**config.mk**
```make
export PLATFORM = sky130hd
export DESIGN_NAME = http_chunked_body_deframer
export DESIGN_NICKNAME = d
export VERILOG_FILES = /design/src/rtl/hcbd_pkg.sv /design/src/rtl/hcbd_hdr.sv /design/src/rtl/hcbd_chunk.sv /design/src/rtl/http_chunked_body_deframer.sv
export SDC_FILE = /design/constraint.sdc
export NUM_CORES = 1
export LEC_CHECK = 0
export ABC_AREA = 1
export ABC_CLOCK_PERIOD_IN_PS = 4900
export CAP_MARGIN = 20
export CORE_MARGIN = 4
export CORE_UTILIZATION = 45
export DETAILED_ROUTE_END_ITERATION = 8
export DONT_BUFFER_PORTS = 1
export GPL_ROUTABILITY_DRIVEN = 0
export PLACE_DENSITY = 0.65
export SYNTH_ARGS = -nofsm -noshare
export SYNTH_HDL_FRONTEND = slang
export SYNTH_HIERARCHICAL = 1
export SYNTH_SLANG_ARGS = --single-unit
```
**constraint.sdc**
```tcl
create_clock -name i_clk -period 4.9 [get_ports i_clk]
set_input_delay 0 -clock i_clk [delete_from_list [all_inputs] [get_ports i_clk]]
set_output_delay 0 -clock i_clk [all_outputs]
set_load 0.02 [all_outputs]
```
**src/rtl/hcbd_pkg.sv**
```systemverilog
// shared types, constants and byte classifiers for the chunked body deframer
// no dependencies; imported by every module of the block
package hcbd_pkg;

    localparam int unsigned SIZE_BITS_DEF = 32;
    localparam logic [4:0]  KEY_LEN       = 5'd26;
    localparam logic [7:0]  CHAR_LF       = 8'h0A;
    localparam logic [7:0]  CHAR_SPACE    = 8'h20;
    localparam logic [1:0]  TRAILER_LEN   = 2'd2;

    typedef enum logic [2:0] {
        PH_HEADER  = 3'd0,
        PH_PLAIN   = 3'd1,
        PH_SIZE    = 3'd2,
        PH_DATA    = 3'd3,
        PH_TRAILER = 3'd4,
        PH_ENDED   = 3'd5
    } t_phase;

    typedef struct packed {
        logic clear;
        logic step;
    } t_hdr_cmd;

    typedef struct packed {
        logic chunked;
        logic blank_line;
    } t_hdr_stat;

    typedef struct packed {
        logic clear;
        logic reset_size;
        logic size_step;
        logic data_step;
        logic trailer_step;
    } t_chunk_cmd;

    typedef struct packed {
        logic left_zero;
        logic left_one;
        logic trailer_done;
    } t_chunk_stat;

    function automatic logic is_blank(input logic [7:0] c);
        return (c == CHAR_SPACE) || (c >= 8'h09 && c <= 8'h0D);
    endfunction

    function automatic logic [7:0] to_lower(input logic [7:0] c);
        return (c >= "A" && c <= "Z") ? c + 8'd32 : c;
    endfunction

    function automatic logic hex_ok(input logic [7:0] c);
        logic [7:0] l;
        l = to_lower(c);
        return (c >= "0" && c <= "9") || (l >= "a" && l <= "f");
    endfunction

    function automatic logic [3:0] hex_val(input logic [7:0] c);
        logic [7:0] l;
        l = to_lower(c);
        if (c >= "0" && c <= "9") begin
            return 4'(c - "0");
        end
        return 4'(l - "a" + 8'd10);
    endfunction

    // lower-case key "transfer-encoding: chunked"
    function automatic logic [7:0] key_lc(input logic [4:0] pos);
        logic [7:0] k;
        case (pos)
            5'd0:    k = "t";
            5'd1:    k = "r";
            5'd2:    k = "a";
            5'd3:    k = "n";
            5'd4:    k = "s";
            5'd5:    k = "f";
            5'd6:    k = "e";
            5'd7:    k = "r";
            5'd8:    k = "-";
            5'd9:    k = "e";
            5'd10:   k = "n";
            5'd11:   k = "c";
            5'd12:   k = "o";
            5'd13:   k = "d";
            5'd14:   k = "i";
            5'd15:   k = "n";
            5'd16:   k = "g";
            5'd17:   k = ":";
            5'd18:   k = " ";
            5'd19:   k = "c";
            5'd20:   k = "h";
            5'd21:   k = "u";
            5'd22:   k = "n";
            5'd23:   k = "k";
            5'd24:   k = "e";
            5'd25:   k = "d";
            default: k = 8'h00;
        endcase
        return k;
    endfunction

endpackage

```
**src/rtl/hcbd_hdr.sv**
```systemverilog
// header line tracker: trims blanks and matches the transfer-encoding key
// depends on hcbd_pkg
module hcbd_hdr
    import hcbd_pkg::*;
(
    input  logic       i_clk,
    input  logic       i_rst_n,
    input  t_hdr_cmd   i_cmd,
    input  logic [7:0] i_byte,
    output t_hdr_stat  o_stat
);

    logic [4:0] r_pos, n_pos;
    logic       r_nonempty, n_nonempty;
    logic       r_mismatch, n_mismatch;
    logic       r_oddblank, n_oddblank;
    logic [7:0] r_blanks, n_blanks;
    logic       r_chunked, n_chunked;

    logic [4:0] w_p1;
    logic       w_m1;
    logic       w_ok1, w_ok2;

    always_comb begin
        n_pos      = r_pos;
        n_nonempty = r_nonempty;
        n_mismatch = r_mismatch;
        n_oddblank = r_oddblank;
        n_blanks   = r_blanks;
        n_chunked  = r_chunked;
        w_p1       = r_pos;
        w_m1       = r_mismatch;
        w_ok1      = (r_pos < KEY_LEN) && (key_lc(r_pos) == CHAR_SPACE);
        w_ok2      = 1'b0;

        if (i_cmd.clear) begin
            n_pos      = '0;
            n_nonempty = 1'b0;
            n_mismatch = 1'b0;
            n_oddblank = 1'b0;
            n_blanks   = '0;
            n_chunked  = 1'b0;
        end else if (i_cmd.step) begin
            if (i_byte == CHAR_LF) begin
                if (r_nonempty && !r_mismatch && r_pos == KEY_LEN) begin
                    n_chunked = 1'b1;
                end
                n_pos      = '0;
                n_nonempty = 1'b0;
                n_mismatch = 1'b0;
                n_oddblank = 1'b0;
                n_blanks   = '0;
            end else if (is_blank(i_byte)) begin
                if (r_nonempty) begin
                    if (r_blanks != 8'hFF) begin
                        n_blanks = r_blanks + 8'd1;
                    end
                    if (i_byte != CHAR_SPACE) begin
                        n_oddblank = 1'b1;
                    end
                end
            end else begin
                // inner blanks must be exactly the single key space
                if (!r_mismatch && r_blanks != 8'd0) begin
                    if (r_blanks == 8'd1 && !r_oddblank && w_ok1) begin
                        w_p1 = r_pos + 5'd1;
                    end else begin
                        w_m1 = 1'b1;
                    end
                end
                w_ok2      = (w_p1 < KEY_LEN) && (key_lc(w_p1) == to_lower(i_byte));
                n_blanks   = '0;
                n_oddblank = 1'b0;
                n_nonempty = 1'b1;
                n_pos      = w_p1;
                n_mismatch = w_m1;
                if (!w_m1) begin
                    if (w_ok2) begin
                        n_pos = w_p1 + 5'd1;
                    end else begin
                        n_mismatch = 1'b1;
                    end
                end
            end
        end
    end

    always_ff @(posedge i_clk) begin
        if (!i_rst_n) begin
            r_pos      <= '0;
            r_nonempty <= 1'b0;
            r_mismatch <= 1'b0;
            r_oddblank <= 1'b0;
            r_blanks   <= '0;
            r_chunked  <= 1'b0;
        end else begin
            r_pos      <= n_pos;
            r_nonempty <= n_nonempty;
            r_mismatch <= n_mismatch;
            r_oddblank <= n_oddblank;
            r_blanks   <= n_blanks;
            r_chunked  <= n_chunked;
        end
    end

    assign o_stat.chunked    = r_chunked;
    assign o_stat.blank_line = (i_byte == CHAR_LF) && !r_nonempty;

    a_pos_range: assert property (@(posedge i_clk) disable iff (!i_rst_n)
        r_pos <= KEY_LEN)
        else $error("key position past key length");

    a_blank_needs_line: assert property (@(posedge i_clk) disable iff (!i_rst_n)
        r_blanks != 8'd0 |-> r_nonempty)
        else $error("pending blanks counted on an empty line");

    a_clear_line_at_lf: assert property (@(posedge i_clk) disable iff (!i_rst_n)
        i_cmd.step && !i_cmd.clear && i_byte == CHAR_LF |=>
            r_pos == 5'd0 && !r_nonempty && !r_mismatch && r_blanks == 8'd0)
        else $error("line state not cleared at line end");

endmodule

```
**src/rtl/hcbd_chunk.sv**
```systemverilog
// chunk size parser, data byte counter and trailer skip counter
// depends on hcbd_pkg
module hcbd_chunk
    import hcbd_pkg::*;
#(
    parameter int unsigned SIZE_BITS = SIZE_BITS_DEF
) (
    input  logic        i_clk,
    input  logic        i_rst_n,
    input  t_chunk_cmd  i_cmd,
    input  logic [7:0]  i_byte,
    output t_chunk_stat o_stat
);

    logic [SIZE_BITS-1:0] r_left, n_left;
    logic                 r_started, n_started;
    logic                 r_stopped, n_stopped;
    logic [1:0]           r_trailer, n_trailer;

    always_comb begin
        n_left    = r_left;
        n_started = r_started;
        n_stopped = r_stopped;
        n_trailer = r_trailer;

        if (i_cmd.clear) begin
            n_left    = '0;
            n_started = 1'b0;
            n_stopped = 1'b0;
            n_trailer = '0;
        end else if (i_cmd.reset_size) begin
            n_left    = '0;
            n_started = 1'b0;
            n_stopped = 1'b0;
        end else if (i_cmd.size_step) begin
            if (i_byte == CHAR_LF) begin
                n_started = 1'b0;
                n_stopped = 1'b0;
            end else if (!r_stopped && !(!r_started && is_blank(i_byte))) begin
                n_started = 1'b1;
                if (!hex_ok(i_byte)) begin
                    n_stopped = 1'b1;
                end else if (|r_left[SIZE_BITS-1 -: 4]) begin
                    n_left = '1;
                end else begin
                    n_left = {r_left[SIZE_BITS-5:0], hex_val(i_byte)};
                end
            end
        end else if (i_cmd.data_step) begin
            n_left = r_left - {{(SIZE_BITS-1){1'b0}}, 1'b1};
            if (r_left == {{(SIZE_BITS-1){1'b0}}, 1'b1}) begin
                n_trailer = TRAILER_LEN;
            end
        end else if (i_cmd.trailer_step) begin
            if (r_trailer != 2'd0) begin
                n_trailer = r_trailer - 2'd1;
            end
            if (r_trailer <= 2'd1) begin
                n_left    = '0;
                n_started = 1'b0;
                n_stopped = 1'b0;
            end
        end
    end

    always_ff @(posedge i_clk) begin
        if (!i_rst_n) begin
            r_left    <= '0;
            r_started <= 1'b0;
            r_stopped <= 1'b0;
            r_trailer <= '0;
        end else begin
            r_left    <= n_left;
            r_started <= n_started;
            r_stopped <= n_stopped;
            r_trailer <= n_trailer;
        end
    end

    assign o_stat.left_zero    = (r_left == '0);
    assign o_stat.left_one     = (r_left == {{(SIZE_BITS-1){1'b0}}, 1'b1});
    assign o_stat.trailer_done = (r_trailer <= 2'd1);

    a_stop_after_start: assert property (@(posedge i_clk) disable iff (!i_rst_n)
        r_stopped |-> r_started)
        else $error("size parse stopped without starting");

    a_trailer_range: assert property (@(posedge i_clk) disable iff (!i_rst_n)
        r_trailer <= TRAILER_LEN)
        else $error("trailer count out of range");

    a_last_data_loads_trailer: assert property (@(posedge i_clk) disable iff (!i_rst_n)
        i_cmd.data_step && !i_cmd.clear && !i_cmd.reset_size && !i_cmd.size_step
            && r_left == {{(SIZE_BITS-1){1'b0}}, 1'b1}
        |=> r_trailer == TRAILER_LEN && r_left == '0)
        else $error("last data byte did not arm the trailer skip");

endmodule

```
**src/rtl/http_chunked_body_deframer.sv**
```systemverilog
// HTTP/1.1 response body deframer: takes one received byte per item, parses the
// header lines, then passes body bytes out, removing chunked framing when the
// transfer-encoding header asks for it. A zero-size chunk yields one end item
// (stream_end set, byte zero) and later bytes are dropped until new_connection.
// Throughput is one item per cycle: each byte goes from the input register through
// a single pass of phase, header and chunk-counter logic into the result register,
// so a result is registered as its input item leaves the input register. Items
// that produce no result (header bytes, size lines, trailers) are absorbed without
// a bubble, but any item waits while an earlier result is held by the receiver.
// depends on hcbd_pkg, hcbd_hdr, hcbd_chunk
module http_chunked_body_deframer
    import hcbd_pkg::*;
#(
    parameter int unsigned SIZE_BITS = SIZE_BITS_DEF
) (
    input  logic       i_clk,
    input  logic       i_rst_n,
    input  logic       i_in_valid,
    output logic       o_in_ready,
    input  logic [7:0] i_in_byte,
    input  logic       i_new_connection,
    output logic       o_out_valid,
    input  logic       i_out_ready,
    output logic [7:0] o_payload_byte,
    output logic       o_stream_end
);

    logic       r_in_valid;
    logic [7:0] r_in_byte;
    logic       r_in_newconn;

    logic       r_out_valid;
    logic [7:0] r_out_byte;
    logic       r_out_end;

    t_phase      r_phase, n_phase;
    t_hdr_cmd    w_hdr_cmd;
    t_hdr_stat   w_hdr_stat;
    t_chunk_cmd  w_chunk_cmd;
    t_chunk_stat w_chunk_stat;

    logic       w_consume;
    logic       w_has_res;
    logic [7:0] w_res_byte;
    logic       w_res_end;

    assign w_consume  = r_in_valid && (!r_out_valid || i_out_ready);
    assign o_in_ready = !r_in_valid || w_consume;

    always_ff @(posedge i_clk) begin
        if (!i_rst_n) begin
            r_in_valid <= 1'b0;
        end else if (o_in_ready) begin
            r_in_valid <= i_in_valid;
        end
        if (o_in_ready && i_in_valid) begin
            r_in_byte    <= i_in_byte;
            r_in_newconn <= i_new_connection;
        end
    end

    hcbd_hdr u_hdr (
        .i_clk   (i_clk),
        .i_rst_n (i_rst_n),
        .i_cmd   (w_hdr_cmd),
        .i_byte  (r_in_byte),
        .o_stat  (w_hdr_stat)
    );

    hcbd_chunk #(
        .SIZE_BITS (SIZE_BITS)
    ) u_chunk (
        .i_clk   (i_clk),
        .i_rst_n (i_rst_n),
        .i_cmd   (w_chunk_cmd),
        .i_byte  (r_in_byte),
        .o_stat  (w_chunk_stat)
    );

    always_ff @(posedge i_clk) begin
        if (!i_rst_n) begin
            r_phase <= PH_HEADER;
        end else begin
            r_phase <= n_phase;
        end
    end

    always_comb begin
        n_phase     = r_phase;
        w_hdr_cmd   = '0;
        w_chunk_cmd = '0;
        w_has_res   = 1'b0;
        w_res_byte  = r_in_byte;
        w_res_end   = 1'b0;

        if (w_consume) begin
            if (r_in_newconn) begin
                n_phase           = PH_HEADER;
                w_hdr_cmd.clear   = 1'b1;
                w_chunk_cmd.clear = 1'b1;
            end else begin
                case (r_phase)
                    PH_HEADER: begin
                        w_hdr_cmd.step = 1'b1;
                        if (w_hdr_stat.blank_line) begin
                            n_phase                = w_hdr_stat.chunked ? PH_SIZE : PH_PLAIN;
                            w_chunk_cmd.reset_size = 1'b1;
                        end
                    end
                    PH_PLAIN: begin
                        w_has_res = 1'b1;
                    end
                    PH_SIZE: begin
                        w_chunk_cmd.size_step = 1'b1;
                        if (r_in_byte == CHAR_LF) begin
                            if (w_chunk_stat.left_zero) begin
                                n_phase    = PH_ENDED;
                                w_has_res  = 1'b1;
                                w_res_byte = 8'h00;
                                w_res_end  = 1'b1;
                            end else begin
                                n_phase = PH_DATA;
                            end
                        end
                    end
                    PH_DATA: begin
                        w_chunk_cmd.data_step = 1'b1;
                        w_has_res             = 1'b1;
                        if (w_chunk_stat.left_one) begin
                            n_phase = PH_TRAILER;
                        end
                    end
                    PH_TRAILER: begin
                        w_chunk_cmd.trailer_step = 1'b1;
                        if (w_chunk_stat.trailer_done) begin
                            n_phase = PH_SIZE;
                        end
                    end
                    PH_ENDED: begin
                    end
                    default: begin
                        n_phase = PH_HEADER;
                    end
                endcase
            end
        end
    end

    always_ff @(posedge i_clk) begin
        if (!i_rst_n) begin
            r_out_valid <= 1'b0;
        end else if (w_consume) begin
            r_out_valid <= w_has_res;
        end else if (i_out_ready) begin
            r_out_valid <= 1'b0;
        end
        if (w_consume && w_has_res) begin
            r_out_byte <= w_res_byte;
            r_out_end  <= w_res_end;
        end
    end

    assign o_out_valid    = r_out_valid;
    assign o_payload_byte = r_out_byte;
    assign o_stream_end   = r_out_end;

    a_end_item_zero: assert property (@(posedge i_clk) disable iff (!i_rst_n)
        o_out_valid && o_stream_end |-> o_payload_byte == 8'h00)
        else $error("end item carries a non-zero byte");

    a_newconn_restarts: assert property (@(posedge i_clk) disable iff (!i_rst_n)
        w_consume && r_in_newconn |=> r_phase == PH_HEADER && !o_out_valid)
        else $error("new connection did not restart at header phase");

    a_end_enters_ended: assert property (@(posedge i_clk) disable iff (!i_rst_n)
        w_consume && w_has_res && w_res_end |=> r_phase == PH_ENDED && o_stream_end)
        else $error("end item without ended phase");

    a_no_result_in_header: assert property (@(posedge i_clk) disable iff (!i_rst_n)
        w_consume && (r_phase == PH_HEADER || r_phase == PH_ENDED
            || r_phase == PH_TRAILER) |-> !w_has_res)
        else $error("result produced in a phase that emits none");

endmodule
```
After elaboration in Yosys (flattened, before gate mapping):

Memories as Yosys holds them, arrays and structs flattened. A register that Yosys moved wholly into a read port is not among the register bits.
Cells that the tools add are included.

* flip-flop bits (word level): 76
* ROM bits: 448
* output and inout port bits: 11
* logic and storage cells: 230
* memories kept: 2

Memory list
* (name not given): depth 32, width 7, rd ports 1, clocked after Yosys merged registers in 1, write ports 0, line hcbd_pkg.sv:70 `case (pos)`
* (name not given): depth 32, width 7, rd ports 1, clocked after Yosys merged registers in 0, write ports 0, line hcbd_pkg.sv:70

* $add $sub $neg: 9
* $lt $le $gt $ge: 11
* equality and inequality tests: 30
* muxes and demuxes: 100
* bitwise logic cells: 5
* reduce and logical (&&, ||, !) cells: 56

Operators with widths (number)
* 2-to-1 mux 32 bit: 8
* 2-to-1 mux 8 bit: 14
* 2-to-1 mux 5 bit: 13
* 2-to-1 mux 1 bit: 48
* equality test 32 x 1 -> 1 bit (second input constant): 1
* zero test 32 bit: 1
* subtractor 32 x 1 -> 32 bit (second input constant): 1
* 2-to-1 mux 3 bit: 6
* inequality test 3 bit (second input constant): 6
* logical AND 1 bit: 17
* equality test 8 x 6 -> 1 bit (second input constant): 2
* greater-or-equal comparator 8 x 7 -> 1 bit (second input constant): 2
* <= comparator 8 x 7 -> 1 bit (second input constant): 2
* case mux 3 bit (5 select lines): 1
* AND reduction 5 bit: 3
* 2-to-1 mux 2 bit: 6
* 2-to-1 mux 4 bit: 3
* nonzero test 2 bit: 6
* adder 5 x 1 -> 5 bit (second input constant): 2
* less-than comparator 5 bit (second input constant): 2
* inequality test 2 bit (second input constant): 5
* inequality test 3 x 2 -> 1 bit (second input constant): 3
* AND reduction 3 bit: 3
* adder 8 x 1 -> 8 bit (second input constant): 1
* 32 further kinds: 55

Longest topological paths before layout:

An unclocked memory read counts as a cell.

* depth in word-level cells: 22
* depth in mapped cells: 33
* depth with buffers taken out: 33

Modules after synthesis:

The synthesis kept the hierarchy.

Modules (own cells, without submodules)
* hcbd_chunk: times used 1, cells each 595, area each 3264.4 um^2, sequential area each 720.7 um^2
* hcbd_hdr: times used 1, cells each 426, area each 2715.1 um^2, sequential area each 480.5 um^2
* http_chunked_body_deframer: times used 1, cells each 108, area each 1037.2 um^2, sequential area each 640.6 um^2

Worst setup path after synthesis:

Ideal clock, no wire load.

* path kind: reg-to-reg
* start: register u_hdr.r_blanks[1]
* end: register with a tool-made name
* setup time: 112 ps
* data arrival time: 3482 ps
* required time: 4788 ps
* path slack: 1306 ps
* stages on the path, launching flop included: 31
* path buffers: 0
* period minus slack after synthesis: 3594 ps
* path through: dfxtp_1 > inv_1 > ha_1 > inv_1 > nor2_2 > nand3_4 > nor2_8 > nand2_1 > nand2_1 > nand2_1 > inv_2 > ha_1 > inv_1 > nand2_4 > nand3_1 > nand2_1 > nand2_1 > nand3_2 > nor2_1 > nand4_2 > nand2_1 > nand3_1 > nand2_1 > nand2_1 > ha_1 > inv_1 > nand3_1 > nand3_1 > nand2_1 > nand2_1 > nand2_1

RTL lines
* start, declared: line hcbd_hdr.sv:17 `logic [7:0] r_blanks, n_blanks;`
* start signal, assigned: line hcbd_hdr.sv:101 `r_blanks <= n_blanks;`

==> results.md <==
- Status: finished, final reports clean
- Reg-to-reg setup timing slack: between 700 and 800 ps
- Final wirelength: between 15 and 20 mm
- CP arrival: 4380 ps
- Yosys reg bits: a little over 80
- Top cells by area, synth: dfxtp_1 19%, nand2_1 16%, nor2_1 9.8%
- Largest stage delay, worst path: ~360 ps
- Post-synth top flop: dfxtp_1
- Die Y-Extent: about 130 µm
- DP Wirelength: about 12 mm
- Initial antenna violation count: 0
- Worst skew pair latency: approximately 360 ps
- CP Capture Type: flip-flop
- RSZ-0062 raised after global routing: no
- Cells after DPL: 1312
- Rows: 45
- Final hold violation count: 0
- Crit path max fanout: 8
- Filler cells: 1566
- Yosys warning count: 6
- Mapped Cells: approximately 1100
- # clock sinks: slightly above 80
- P_leak: 3.93 nW
- Fin. max-slew vios: 0
- Synth area leader: dfxtp_1
- Syn nets: between 1000 and 1500
- Number of global-route vias before repair: just over 6000
- Met2 WL post-DR: slightly below 8 mm
- Pin count of the biggest net entering global routing: 63
- Ant diodes: 0
- Post-synth ARST share: 0
- Syn Area/Cell: 6.21 µm²
- Reg clk slew, reported paths: about 70 ps
- Critical path class: flip-flop to flip-flop
- PD cells: ~250 mW/mm²
- Setup violations, final: 0
- Final period util: 0.842
- CTS tree: done
- PortBufs: 0
- Peak VDD IR: approximately 0.16 mV
- Post-CTS Resized: 0
- Hold buffer count at cts: 12
- DRT Pass-1 Iters: 6
- Max_cap viols: 0
- Worst min path class: input pin to flip-flop
- Slew margin rel.: 0.444
- First-pass GRT wire length: ~29 mm
- CTS buffer count: 9
- Total GRT Usage: 0.198
- Final antenna-violating net count: 0
- Fin nets: around 1200
- Area Growth Syn to Fin: 7.51%
- Finished Layout Cells: between 1000 and 1500
- Setup Buffers After CTS: 0
- Worst Path Required: roughly 5200 ps
- Proportion of layout cells with a drive suffix above 1: 0.106
- Root Buffer: clkbuf_16
- Fmax: 0.242 GHz
- Syn Std Cell Area: 0.00702 mm²
- Number of flops mapped to enable cells by yosys: 18
- IO Pins: 24
- Synth unique cells: 47
- WL/cell: approximately 13 µm
- List of most frequent post-synthesis cells: 305 x nand2_1, 184 x nor2_1, 136 x inv_1
- Setup TNS: 0 ps
- Cell mode on critical path: nand2_1
- Core area: ~0.015 mm²
- Slowest library cell on the worst path: ha_1
- Via count: 6825
- Aggregate global routing overflow: 0
- WL met1: about 8.3 mm
- Die area: 0.0177 mm²
- H-tree depth: 3
- Vias per cell: a little over 5
- Initial core utilization: 0.460
- Top sig layer: met4
- Residual DRC: 0
- CP startpoint kind: flip-flop
- Met3 wire len: 621 µm
- Post-synthesis sequential area ratio: 0.262
- CTS max path bufs: 2
- Initial DRC Count: just over 500
- Most frequent cell after synthesis: nand2_1
- Area share of the largest cell type after synthesis: 0.185
- Tmin final: 4120 ps
- Die W: 133 µm
- Worst Tran Pin Value: just over 800 ps
- Skew final: between 10 and 15 ps
==> state kept, by name (all words and copies together) (netlist names), named ones only <==
register and count:
u_hdr/r_mismatch 1, r_in_byte 8, u_chunk/r_started 1, u_hdr/r_pos 5
o_payload_byte 8, r_in_newconn 1, u_hdr/r_blanks 8, u_hdr/r_nonempty 1
u_chunk/r_left 32, u_hdr/r_chunked 1, o_out_valid 1, u_chunk/r_stopped 1
u_chunk/r_trailer 2, u_hdr/r_oddblank 1, o_stream_end 1, r_in_valid 1
r_phase 3
==> critical path: cells and delay by family, from the launching register on <==
kind | cells | cell delay [ps]
simple gates | 23 | 2480
flops | 1 | 330
fa+ha+maj | 3 | 780
buf+inv | 4 | 430
==> area by class of cell <==
class                   instances  area, µm²  share of cell area
flip-flops and latches         83       1840               0.244
clock buffers                   9        225              0.0299
multi-input cells             861       4370               0.580
clock inverters                 7        108              0.0143
repair buffers                 15        143              0.0189
inverters                     154        588              0.0780
well taps                     211        264              0.0350
==> cell families (layout without fill, tap and decap cells) <==
| logic type | Yosys count | in the layout | synth area share |
|---|---|---|---|
| simple gates | 712 | 712 | 0.476 |
| buf+inv | 185 | 185 | 0.116 |
| compound gates | 118 | 118 | 0.0918 |
| flops | 83 | 83 | 0.262 |
| fa+ha+maj | 29 | 29 | 0.0517 |
| xor+xnor | 2 | 2 | 0.00250 |
==> per-stage QoR <==
stage	worst slack [ps]	cell area (µm²)	hold WS [ps]	total power [mW]	utilization
global route	284	7540	66.6	1.98	0.494
global placement	937	7090	98.9	1.09	0.465
detailed placement	805	7090	98.9	1.10	0.465
floorplan	1310	7020	97.6	1.02	-
finish	775	7540	69.8	1.87	0.494
CTS	786	7540	56.5	1.89	0.494
==> where the power goes <==
part / switching [mW] / internal [mW]
registers: 0.0310 / 0.717
clock network: 0.324 / 0.458
logic: 0.234 / 0.109
total: 0.589 / 1.28
==> worst paths after layout <==
check                                  startpoint           endpoint  depth (start not counted)
worst min-delay path                  i_out_ready         r_in_valid                          3
worst min register to register  u_chunk/r_stopped  u_chunk/r_stopped                          2
worst max register to register  u_hdr/r_blanks[1]          flip-flop                         30
worst max-delay path            u_hdr/r_blanks[1]          flip-flop                         30
==> cell usage in the layout, fill, tap and decap left out, drive strengths merged <==
cell	count
nor4	5
dlygate4sd3	12
edfxtp	18
nor2	209
bufinv	2
o2111ai	1
a21oi	36
clkinv	3
clkinvlp	1
nor3b	1
nor3	19
nand4	21
a22oi	1
ha	29
dfxtp	65
xor2	2
a21boi	1
o21a	1
clkbuf	9
a221oi	1
a211oi	1
or2	2
nand2	336
o21ai	71
buf	3
o211ai	1
inv	155
o31ai	4
nand3b	3
nand3	116
==> per-layer routing <==
| metal | track usage | vias to the layer above |
|---|---|---|
| met2 | 0.318 | 154 |
| met4 | 0.0808 | 0 |
| li1 | - | 3578 |
| met1 | 0.266 | 3065 |
| met3 | 0.0285 | 28 |
| met5 | 0 | - |
No activity file was read; power rests on OpenSTA's default activity.
